## config.mk

```make
export PLATFORM = sky130hd
export DESIGN_NAME = sync_length_frame_decoder_flat
export DESIGN_NICKNAME = d
export VERILOG_FILES = /design/src/sv/sld_pkg.sv /design/src/sv/sld_in_if.sv /design/src/sv/sld_out_if.sv /design/src/sv/sync_length_frame_decoder.sv /design/src/flat_wrapper.sv
export SDC_FILE = /design/constraint.sdc
export NUM_CORES = 1
export LEC_CHECK = 0
export BUFFER_PORTS_ARGS = -buffer_cell sky130_fd_sc_hd__buf_2
export CAP_MARGIN = 30
export CORE_MARGIN = 3
export CORE_UTILIZATION = 61
export CTS_CLUSTER_SIZE = 20
export DETAILED_ROUTE_END_ITERATION = 12
export PLACE_DENSITY = 0.91
export SLEW_MARGIN = 5
export SYNTH_ARGS = -nofsm -noshare
export SYNTH_HDL_FRONTEND = slang
export SYNTH_SLANG_ARGS = --single-unit
export TNS_END_PERCENT = 100
```

## constraint.sdc

```tcl
create_clock -name clk -period 8.7 [get_ports clk]
set_clock_uncertainty 0.1 [all_clocks]
set_input_delay 0.87 -clock clk [delete_from_list [all_inputs] [get_ports clk]]
set_output_delay 0.87 -clock clk [all_outputs]
set_load 0.03 [all_outputs]
```

## src/sv/sld_pkg.sv

```systemverilog
`default_nettype none

package sld_pkg;

    localparam logic [7:0] SYNC_FIRST   = 8'hA5;
    localparam logic [7:0] SYNC_SECOND  = 8'h5A;
    localparam logic [7:0] CLASS_SCALE  = 8'h01;
    localparam logic [7:0] TYPE_WEIGHT  = 8'h01;
    localparam logic [7:0] TYPE_BATTERY = 8'h05;
    localparam int         FRAME_OVERHEAD = 8;
    localparam int         TRAILER_BYTES  = FRAME_OVERHEAD - 6;

    localparam logic       CMD_DATA = 1'b0;
    localparam logic       CMD_DROP = 1'b1;

    typedef enum logic [1:0] {
        KIND_WEIGHT  = 2'd0,
        KIND_BATTERY = 2'd1,
        KIND_OTHER   = 2'd2
    } kind_t;

    typedef enum logic [2:0] {
        PH_HUNT  = 3'd0,
        PH_SYNC2 = 3'd1,
        PH_CLASS = 3'd2,
        PH_TYPE  = 3'd3,
        PH_LENHI = 3'd4,
        PH_LENLO = 3'd5,
        PH_BODY  = 3'd6
    } phase_t;

    typedef struct packed {
        logic       command;
        logic [7:0] byte_value;
    } in_item_t;

    typedef struct packed {
        logic [1:0]         frame_kind;
        logic [7:0]         class_code;
        logic [7:0]         type_code;
        logic [15:0]        payload_length;
        logic signed [31:0] weight_tenths;
        logic [7:0]         battery_level;
    } out_item_t;

endpackage

`default_nettype wire

```

## src/sv/sld_in_if.sv

```systemverilog
`default_nettype none

interface sld_in_if;
    logic               valid;
    logic               ready;
    sld_pkg::in_item_t  data;

    modport source (output valid, output data, input ready);
    modport sink (input valid, input data, output ready);
endinterface

`default_nettype wire

```

## src/sv/sld_out_if.sv

```systemverilog
`default_nettype none

interface sld_out_if;
    logic               valid;
    logic               ready;
    sld_pkg::out_item_t data;

    modport source (output valid, output data, input ready);
    modport sink (input valid, input data, output ready);
endinterface

`default_nettype wire

```

## src/sv/sync_length_frame_decoder.sv

```systemverilog
// Frame decoder for a byte stream carrying A5 5A sync, class, type, a 16-bit
// big-endian length, the payload and two unchecked trailer bytes.
// Channel bytes takes one item per received byte (command 0) or a link-drop
// command (command 1) that discards any partial frame and emits nothing.
// Channel frames gives one item per complete frame, when its last trailer
// byte has been taken: kind, class, type, length, the weight in tenths of a
// gram and the battery level.
// An input item is accepted whenever bytes.ready is high, so a new one can be
// taken in every cycle while the skid register is empty. A finished frame item
// is registered in the output register, or in the skid one if that is full and not read.
// The output register is backed by one skid register, so input keeps flowing
// while a finished item waits. Only when both are full does bytes.ready fall,
// and it rises again in the cycle after the receiver takes an item.
// Reset returns the parser to hunting for the first sync byte and empties the
// output register and the skid register.
`default_nettype none

module sync_length_frame_decoder (
    input  wire logic  clk,
    input  wire logic  rst_n,
    sld_in_if.sink     bytes,
    sld_out_if.source  frames
);

    sld_pkg::phase_t    phase_reg, phase_next;
    logic [7:0]         class_reg, class_next;
    logic [7:0]         type_reg, type_next;
    logic [15:0]        length_reg, length_next;
    logic [16:0]        left_reg, left_next;
    logic [31:0]        word_reg, word_next;

    sld_pkg::out_item_t out_data_reg, skid_data_reg;
    logic               out_valid_reg, skid_valid_reg;

    logic               accept;
    logic               pop;
    logic               done;
    logic [16:0]        total;
    logic [16:0]        pos;
    logic [7:0]         b;
    sld_pkg::out_item_t result;

    assign bytes.ready  = !skid_valid_reg;
    assign accept       = bytes.valid && bytes.ready;
    assign pop          = out_valid_reg && frames.ready;
    assign frames.valid = out_valid_reg;
    assign frames.data  = out_data_reg;

    assign b     = bytes.data.byte_value;
    assign total = {1'b0, length_reg} + 17'(sld_pkg::TRAILER_BYTES);
    assign pos   = total - left_reg;

    always_comb
    begin
        phase_next  = phase_reg;
        class_next  = class_reg;
        type_next   = type_reg;
        length_next = length_reg;
        left_next   = left_reg;
        word_next   = word_reg;
        done        = 1'b0;
        if (bytes.data.command == sld_pkg::CMD_DROP) begin
            phase_next  = sld_pkg::PH_HUNT;
            class_next  = '0;
            type_next   = '0;
            length_next = '0;
            left_next   = '0;
            word_next   = '0;
        end else begin
            case (phase_reg)
                sld_pkg::PH_HUNT:
                begin
                    if (b == sld_pkg::SYNC_FIRST) begin
                        phase_next = sld_pkg::PH_SYNC2;
                    end
                end
                sld_pkg::PH_SYNC2:
                begin
                    if (b == sld_pkg::SYNC_SECOND) begin
                        phase_next = sld_pkg::PH_CLASS;
                        word_next  = '0;
                    end else if (b != sld_pkg::SYNC_FIRST) begin
                        phase_next = sld_pkg::PH_HUNT;
                    end
                end
                sld_pkg::PH_CLASS:
                begin
                    class_next = b;
                    phase_next = sld_pkg::PH_TYPE;
                end
                sld_pkg::PH_TYPE:
                begin
                    type_next  = b;
                    phase_next = sld_pkg::PH_LENHI;
                end
                sld_pkg::PH_LENHI:
                begin
                    length_next = {b, 8'h00};
                    phase_next  = sld_pkg::PH_LENLO;
                end
                sld_pkg::PH_LENLO:
                begin
                    length_next = {length_reg[15:8], b};
                    left_next   = {1'b0, length_reg[15:8], b}
                                  + 17'(sld_pkg::TRAILER_BYTES);
                    phase_next  = sld_pkg::PH_BODY;
                end
                sld_pkg::PH_BODY:
                begin
                    if (pos < 17'd4 && pos < {1'b0, length_reg}) begin
                        case (pos[1:0])
                            2'd0:    word_next[31:24] = word_reg[31:24] | b;
                            2'd1:    word_next[23:16] = word_reg[23:16] | b;
                            2'd2:    word_next[15:8]  = word_reg[15:8] | b;
                            default: word_next[7:0]   = word_reg[7:0] | b;
                        endcase
                    end
                    left_next = left_reg - 17'd1;
                    if (left_reg == 17'd1) begin
                        done       = 1'b1;
                        phase_next = sld_pkg::PH_HUNT;
                    end
                end
                default:
                begin
                    phase_next = sld_pkg::PH_HUNT;
                end
            endcase
        end
    end

    // The last body byte is always a trailer byte, so the payload word is
    // already complete in word_reg when the frame ends.
    always_comb
    begin
        result.frame_kind     = sld_pkg::KIND_OTHER;
        result.class_code     = class_reg;
        result.type_code      = type_reg;
        result.payload_length = length_reg;
        result.weight_tenths  = '0;
        result.battery_level  = '0;
        if (class_reg == sld_pkg::CLASS_SCALE && type_reg == sld_pkg::TYPE_WEIGHT
            && length_reg >= 16'd4) begin
            result.frame_kind    = sld_pkg::KIND_WEIGHT;
            result.weight_tenths = word_reg;
        end else if (class_reg == sld_pkg::CLASS_SCALE
                     && type_reg == sld_pkg::TYPE_BATTERY && length_reg >= 16'd1) begin
            result.frame_kind    = sld_pkg::KIND_BATTERY;
            result.battery_level = word_reg[31:24];
        end
    end

    always_ff @(posedge clk or negedge rst_n)
    begin
        if (!rst_n) begin
            phase_reg  <= sld_pkg::PH_HUNT;
            class_reg  <= '0;
            type_reg   <= '0;
            length_reg <= '0;
            left_reg   <= '0;
            word_reg   <= '0;
        end else if (accept) begin
            phase_reg  <= phase_next;
            class_reg  <= class_next;
            type_reg   <= type_next;
            length_reg <= length_next;
            left_reg   <= left_next;
            word_reg   <= word_next;
        end
    end

    always_ff @(posedge clk or negedge rst_n)
    begin
        if (!rst_n) begin
            out_valid_reg  <= 1'b0;
            skid_valid_reg <= 1'b0;
        end else if (skid_valid_reg) begin
            if (pop) begin
                skid_valid_reg <= 1'b0;
            end
        end else if (accept && done) begin
            if (out_valid_reg && !pop) begin
                skid_valid_reg <= 1'b1;
            end else begin
                out_valid_reg <= 1'b1;
            end
        end else if (pop) begin
            out_valid_reg <= 1'b0;
        end
    end

    always_ff @(posedge clk)
    begin
        if (skid_valid_reg) begin
            if (pop) begin
                out_data_reg <= skid_data_reg;
            end
        end else if (accept && done) begin
            if (out_valid_reg && !pop) begin
                skid_data_reg <= result;
            end else begin
                out_data_reg <= result;
            end
        end
    end

endmodule

`default_nettype wire
```

## src/flat_wrapper.sv

```systemverilog
// flat-port wrapper written by rule: the top's interface ports become plain ports
module sync_length_frame_decoder_flat 
  (clk, rst_n, bytes_valid, bytes_data, bytes_ready, frames_valid, frames_data, frames_ready);
  sld_in_if bytes_i ();
  sld_out_if frames_i ();
  input  wire logic clk;
  input  wire logic rst_n;
  input wire logic [$bits(bytes_i.valid)-1:0] bytes_valid;
  input wire logic [$bits(bytes_i.data)-1:0] bytes_data;
  output wire logic [$bits(bytes_i.ready)-1:0] bytes_ready;
  output wire logic [$bits(frames_i.valid)-1:0] frames_valid;
  output wire logic [$bits(frames_i.data)-1:0] frames_data;
  input wire logic [$bits(frames_i.ready)-1:0] frames_ready;
  assign bytes_i.valid = bytes_valid;
  assign bytes_i.data = bytes_data;
  assign bytes_ready = bytes_i.ready;
  assign frames_valid = frames_i.valid;
  assign frames_data = frames_i.data;
  assign frames_i.ready = frames_ready;
  sync_length_frame_decoder u_core (.clk(clk), .rst_n(rst_n), .bytes(bytes_i), .frames(frames_i));
endmodule
```

==> results of run 1 <==
[power by group]
group | leakage, uW | total, uW | switching [uW] | internal (uW)
clock | 0.000395 | 1070 | 440 | 628
sequential | 0.00260 | 1240 | 36.7 | 1200
combinational | 0.00227 | 424 | 257 | 168
[worst reg2reg max path, delay by kind of cell, from the launching register on]
kind            cells  cell delay (ps)
compound gates     10             2650
fa+ha+maj           3              990
buf+inv             2              440
flops               1              410
simple gates        2              380
[final cells by class]
type	count	area [sq um]	share of cell area [%]
Clock buffer	26	608	4.63
Clock inverter	18	209	1.59
Inverter	42	158	1.20
Multi-Input combinational cell	667	4750	36.1
Sequential cell	234	6600	50.2
Tap cell	234	293	2.23
Timing Repair Buffer	100	533	4.05
[routing by layer]
layer / track usage (%) / vias up / share of wire, % / routed length [um]
met5: 0 / - / 0 / 0
met4: 9.08 / 0 / 3.5 / 965
met3: 4.40 / 88 / 8.4 / 2330
met2: 43.2 / 448 / 49 / 13400
met1: 36.4 / 4165 / 40 / 10900
li1: - / 3807 / - / -
[metrics by stage]
step	cells	utilization [%]	hold WS, ps	cell area (sq um)	total power [uW]
final	1321	70.1	96.9	13100	2730
after global routing	1321	70.1	103	13100	2830
after CTS	1321	70.1	105	13100	2720
after detailed placement	1277	65.7	362	12300	1660
after global placement	1277	65.7	358	12300	1650
after floorplan	1003	-	349	11700	1550
[final timing paths]
path                                startpoint             endpoint  slack [ps]  cells after the start
hold reg to reg            u_core.word_reg[15]  u_core.word_reg[15]         370                      2
min in group clk           u_core.word_reg[15]  u_core.word_reg[15]         370                      2
max in group asynchronous                rst_n  u_core.word_reg[11]        7230                      2
hold / removal                           rst_n  u_core.class_reg[3]         100                      1
setup / recovery            u_core.left_reg[2]  u_core.word_reg[24]        3670                     17
setup reg to reg            u_core.left_reg[2]  u_core.word_reg[24]        3670                     17
[layout by cell type (no fill, tap or decap), types with 3 or more instances in the layout]
master        n
edfxtp_1    148
nand2_1     107
buf_2        87
dfrtp_1      86
o21ai_0      79
mux2_2       57
ha_1         50
and2_1       47
inv_1        41
nor2_1       34
a21oi_1      31
o31ai_2      30
clkbuf_16    24
nand3_1      23
nand3b_1     20
o31ai_1      18
xnor2_1      17
nor3_1       13
buf_4        13
nand2b_1     11
a31oi_1      11
nor4_1       10
and3_1       10
a21o_1        7
or3b_2        7
nor2b_1       6
xor2_1        6
clkinv_2      6
or3_1         5
a211oi_1      5
nor3b_1       5
nand4_1       4
clkinv_1      4
bufinv_16     4
o21a_1        3
o211ai_1      3
or2_2         3
clkinvlp_4    3
[logic make-up (layout without fill, tap and decap cells)]
kind of cell	count (synthesis)	after routing	synth area share, %
compound gates	215	215	13.0
buf+inv	102	186	3.56
mux	59	59	5.64
simple gates	319	319	14.3
xor+xnor	23	23	1.72
flops	234	234	56.2
fa+ha+maj	51	51	5.50
==> impl_metrics.ini, run 1 <==
[run_status]
status = complete, no violations

[yosys]
post-synth-top-area-cell = edfxtp_1
synth_area_leaders = edfxtp_1 38%, dfrtp_1 18%, mux2_2 5.5%
ys_async_sr_fraction_pct = 36.8
post_synth.cell_area_avg_sq_um = 11.7
synth-seq-cells = 234
post-synth-top-count-cell = edfxtp_1
synth_cell_types = 69
ys_seq_area_share_pct = 56.2
synth-edff-count = 148
netlist_top_cells_count = 148 x edfxtp_1, 107 x nand2_1, 86 x dfrtp_1
synthesis.area_sq_um = 11700
yosysWarningCount = 0
syn_inst = 1003
synth_ff_type = edfxtp_1
post-synth-top-area-fraction_pct = 37.9
synth.net_count = 1067

[critical_path]
cp.arrival_ps = 5350
timing_worst_setup_path_type = reg2reg
cells_along_the_critical_path = inv_1, ha_1, ha_1, a21o_1, and4_1, o21ai_0, o21ai_0, a211oi_1, ha_1, a21oi_1, o211ai_1, a21oi_1, o21ai_0, a2111oi_0, nand4bb_2, buf_4, o31ai_2
critPathSlowestCell = a2111oi_0
critPathMaxFanout = 32
worstSetupEndpointType = flip-flop
critPathRequiredTime_ps = 9020
cp.buffers_inverters = 2
start_kind = flip-flop
cpLargestDelayFamily = compound AO/OA/AOI/OAI gates
slowest_delay_ps = 580

[sta]
worst_pin_slew_ps = 978
maxClockFrequency_mhz = 199
timing.setup.tns_ps = 0
finalCritPeriodShare_pct = 57.9
final_hold_viol_count = 0
min_period_ps = 5030
layout_setup_ws_ps = 3670
final-max-slew-violation-count = 0
rsz0062_at_grt = no
finalSetupViolCount = 0
slew_headroom_pct = 34.4

[final_layout]
antenna-diode-count = 0
area_overhead_of_the_layout_relative_to_synthesis_pct = 12.1
filler_cell_count = 1200
finish.net_count = 1133
drive_gt1_share_pct = 22.7

[global_routing]
grt_antenna_before_repair = 0
grt_max_degree = 75
grt_pass1_wl_um = 43700
via_count_of_the_first_global_routing_pass = 8033
residual_overflow_from_global_routing = 0
gr-usage-all-layers_pct = 26.5

[drt]
dr.pass1.iters = 6
vias = 8508
routed_wirelength_um = 27700
drt.antenna.violating_nets = 0
drt_iter0_markers = 1122
detail_route.drc_violations = 0
routed_via_density = 6.44
routed_wire_length_per_instance_um = 20.9

[cts]
tritoncts.num_buffers = 24
htreeDepth = 1
cts_repair_resize_count = 0
cts_max_path_buffers = 3
insertion_delay_ps = 520
cts_hold_repair_buffers = 0
cts_tree = built
cts.repair_timing.setup_buffer_count = 0
numClockSinks = 234
clk_root_buffer_cell = clkbuf_16
post_cts_clock_slew_at_the_launch_and_capture_registers_of_the_worst_setup_and_hold_paths_ps = 60

[floorplan]
die_y_um = 145
initial_core_util_pct = 62.5
fp-row-count = 50
dieArea_sq_um = 20900
io_pins = 89
coreArea_sq_um = 18800
die_w_um = 145

[placed_design]
io_buffers = 88
place_congestion = 0.960
hpwlAfterDp_um = 17900
post-place-ws_ps = 3830

[power_and_ir_drop]
worst_ir_drop_vdd_mv = 0.125
leakage_dissipation_uw = 0.00527
power_density_nw_per_um2 = 208

[hold_path]
min_path_type = in2async

[run]
number_of_maximum_capacitance_constraint_violations = 0
No activity file was read; power rests on OpenSTA's default activity.
==> run 2, diff against run 1 <==
- CORE_UTILIZATION: 61 -> 55
- PLACE_DENSITY: 0.91 -> 0.87
- clock period: 8.7 -> 4.04 ns (I/O delays scaled with it)
==> run 2 against run 1 <==
Effect of this change: the run now ends with setup timing left; clock power grew 110%; via count rose by 5.4%; critical path depth increased by 1; largest cell class unchanged; highest routed layer unchanged; first-iteration DRC count decreased by 14%; power up 130%; global-route usage decreased by 0.56 points; sequential power up 110%; worst hold slack worse by 54 ps; register-to-register slack worse by 4100 ps; routed wire length grew 13%; combinational power rose to 3.1 times the previous value; die area rose by 10%.
==> impl_metrics.ini, run 2 (synthesized netlist as in run 1, its figures left out) <==
[placed_design]
hpwlAfterDp_um = 19400
io_buffers = 88
standard_cell_area_after_detailed_placement_sq_um = 12900
place_congestion = 0.945

[sta]
final_hold_viol_count = 0
rsz0062_at_grt = yes
worst_pin_slew_ps = 932
finalCritPeriodShare_pct = 110
final-max-slew-violation-count = 0
maxClockFrequency_mhz = 225
layout_setup_ws_ps = -406
min_period_ps = 4450
slew_headroom_pct = 37.8
finalSetupViolCount = 32

[drt]
detail_route.drc_violations = 0
routed_via_density = 6.23
dr.pass1.iters = 7
routed_wire_length_per_instance_um = 21.8
drt.antenna.violating_nets = 0
drt_iter0_markers = 961
routed_wirelength_um = 31300
vias = 8965

[cts]
cts_tree = built
tritoncts.num_buffers = 25
post_cts_clock_slew_at_the_launch_and_capture_registers_of_the_worst_setup_and_hold_paths_ps = 60
htreeDepth = 1
cts_max_path_buffers = 3
clk_root_buffer_cell = clkbuf_16
numClockSinks = 234
insertion_delay_ps = 540

[critical_path]
timing_worst_setup_path_type = reg2reg
critPathRequiredTime_ps = 4380
cells_along_the_critical_path = inv_1, ha_1, ha_2, a21o_1, a31o_1, o21ai_0, o21ai_1, xnor2_1, ha_1, a21oi_1, o211ai_1, a21oi_2, o21ai_2, a2111oi_4, nand4bb_4, buf_6, buf_16, o31ai_2
worstSetupEndpointType = flip-flop
cp.arrival_ps = 4780
critPathMaxFanout = 8
slowest_delay_ps = 400
worst_path_most_repeated_cell = ha_1
start_kind = flip-flop
rr_worst_depth = 18
critPathSlowestCell = a2111oi_4

[final_layout]
most_common_library_cell_in_the_layout_ignoring_fill_and_taps = edfxtp_1
filler_cell_count = 1347
area_overhead_of_the_layout_relative_to_synthesis_pct = 21.3
finish.net_count = 1213
drive_gt1_share_pct = 30.8
finalInstanceArea_sq_um = 14200
final_cell_mix = 148 x edfxtp_1, 107 x nand2_1, 87 x buf_2, 85 x dfrtp_1, 84 x buf_4
antenna-diode-count = 0

[run_status]
status = finished with violations
failed_checks = setup timing

[floorplan]
io_pins = 89
dieArea_sq_um = 23100
initial_core_util_pct = 57.0
die_w_um = 152
fp-row-count = 52
coreArea_sq_um = 20600
die_y_um = 152

[power_and_ir_drop]
power_density_nw_per_um2 = 439
fin_total_pwr_uw = 6240
leakage_dissipation_uw = 0.00575
worst_ir_drop_vdd_mv = 0.319

[global_routing]
via_count_of_the_first_global_routing_pass = 9038
residual_overflow_from_global_routing = 0
gr-usage-all-layers_pct = 25.9
grt_pass1_wl_um = 48700
grt_antenna_before_repair = 1
grt_max_degree = 61

[hold_path]
min_path_type = in2reg
worstHoldPathCells = 2

[run]
number_of_maximum_capacitance_constraint_violations = 0
## run 2: changes by cell type in the layout (fill, tap and decap cells not counted), moves of 4 or more
cell	previous run	this run
o31ai_2	30	22
ha_4	0	9
ha_1	50	37
ha_2	0	4
buf_4	13	84
o31ai_4	1	10
a21oi_1	31	27
inv_2	0	4
o21ai_0	79	74
a21oi_2	0	4
clkbuf_1	2	6
inv_1	41	36
## run 2: cell type report
class / instances / area, sq um / area share [%]
sequential: 234 / 6600 / 46.4
timing repair buffer: 179 / 1220 / 8.59
clock inverter: 13 / 143 / 1.00
clock buffer: 33 / 676 / 4.75
tap: 270 / 338 / 2.38
multi-input combinational: 667 / 5090 / 35.8
inverter: 42 / 160 / 1.13
## run 2: per-stage QoR
step                TNS, ps  setup slack, ps  cells  hold WS (ps)  util, %
floorplan              -882            -44.1   1003          8.41        -
global placement      -1970            -80.3   1373           360     62.8
detailed placement    -8370             -295   1374           277     62.9
CTS                   -4850             -164   1437          28.0     68.9
global route         -14090             -512   1438          43.0     69.2
finish               -10390             -406   1438          43.4     69.2
## run 2: layer usage
layer	routed length, um	track usage (%)
met5	0	0
met4	1540	12.7
met3	2730	5.06
met2	15300	43.1
met1	11700	32.6
## run 2: power breakdown
part	internal, uW	switching, uW	leakage (uW)	total (uW)
sequential	2580	50.8	0.00260	2640
clock	1320	957	0.000399	2280
combinational	577	746	0.00275	1320
total	4480	1750	0.00575	6240
## run 2: timing repair
| action | in CTS | in global routing |
|---|---|---|
| hold buffers | 1 | 0 |
| pin swaps | 23 | 9 |
| setup buffers | 13 | 2 |
| endpoints found under the hold margin | 28 | 0 |
| resized for setup | 39 | 18 |
| cloned | 3 | 0 |
| setup endpoints to repair | 32 | 32 |
## run 2: worst max-delay path: cells and delay by family, from the launching register on
kind | cells | cell delay, ps
and+or+nand+nor | 1 | 210
buffers and inverters | 3 | 400
xor gates and xnor gates | 1 | 330
AOI/OAI and AO/OA | 10 | 2090
adders and majority gates | 3 | 830
DFF | 1 | 370
## run 2: final timing paths
check                               startpoint  slack, ps               endpoint
setup reg to reg            u_core.left_reg[4]       -410    u_core.word_reg[21]
hold / removal                    frames_ready         40  u_core.skid_valid_reg
max in group asynchronous                rst_n       2950    u_core.word_reg[22]
hold reg to reg            u_core.word_reg[23]        380    u_core.word_reg[23]
setup / recovery            u_core.left_reg[4]       -410    u_core.word_reg[21]
min in group asynchronous                rst_n        240     u_core.type_reg[7]
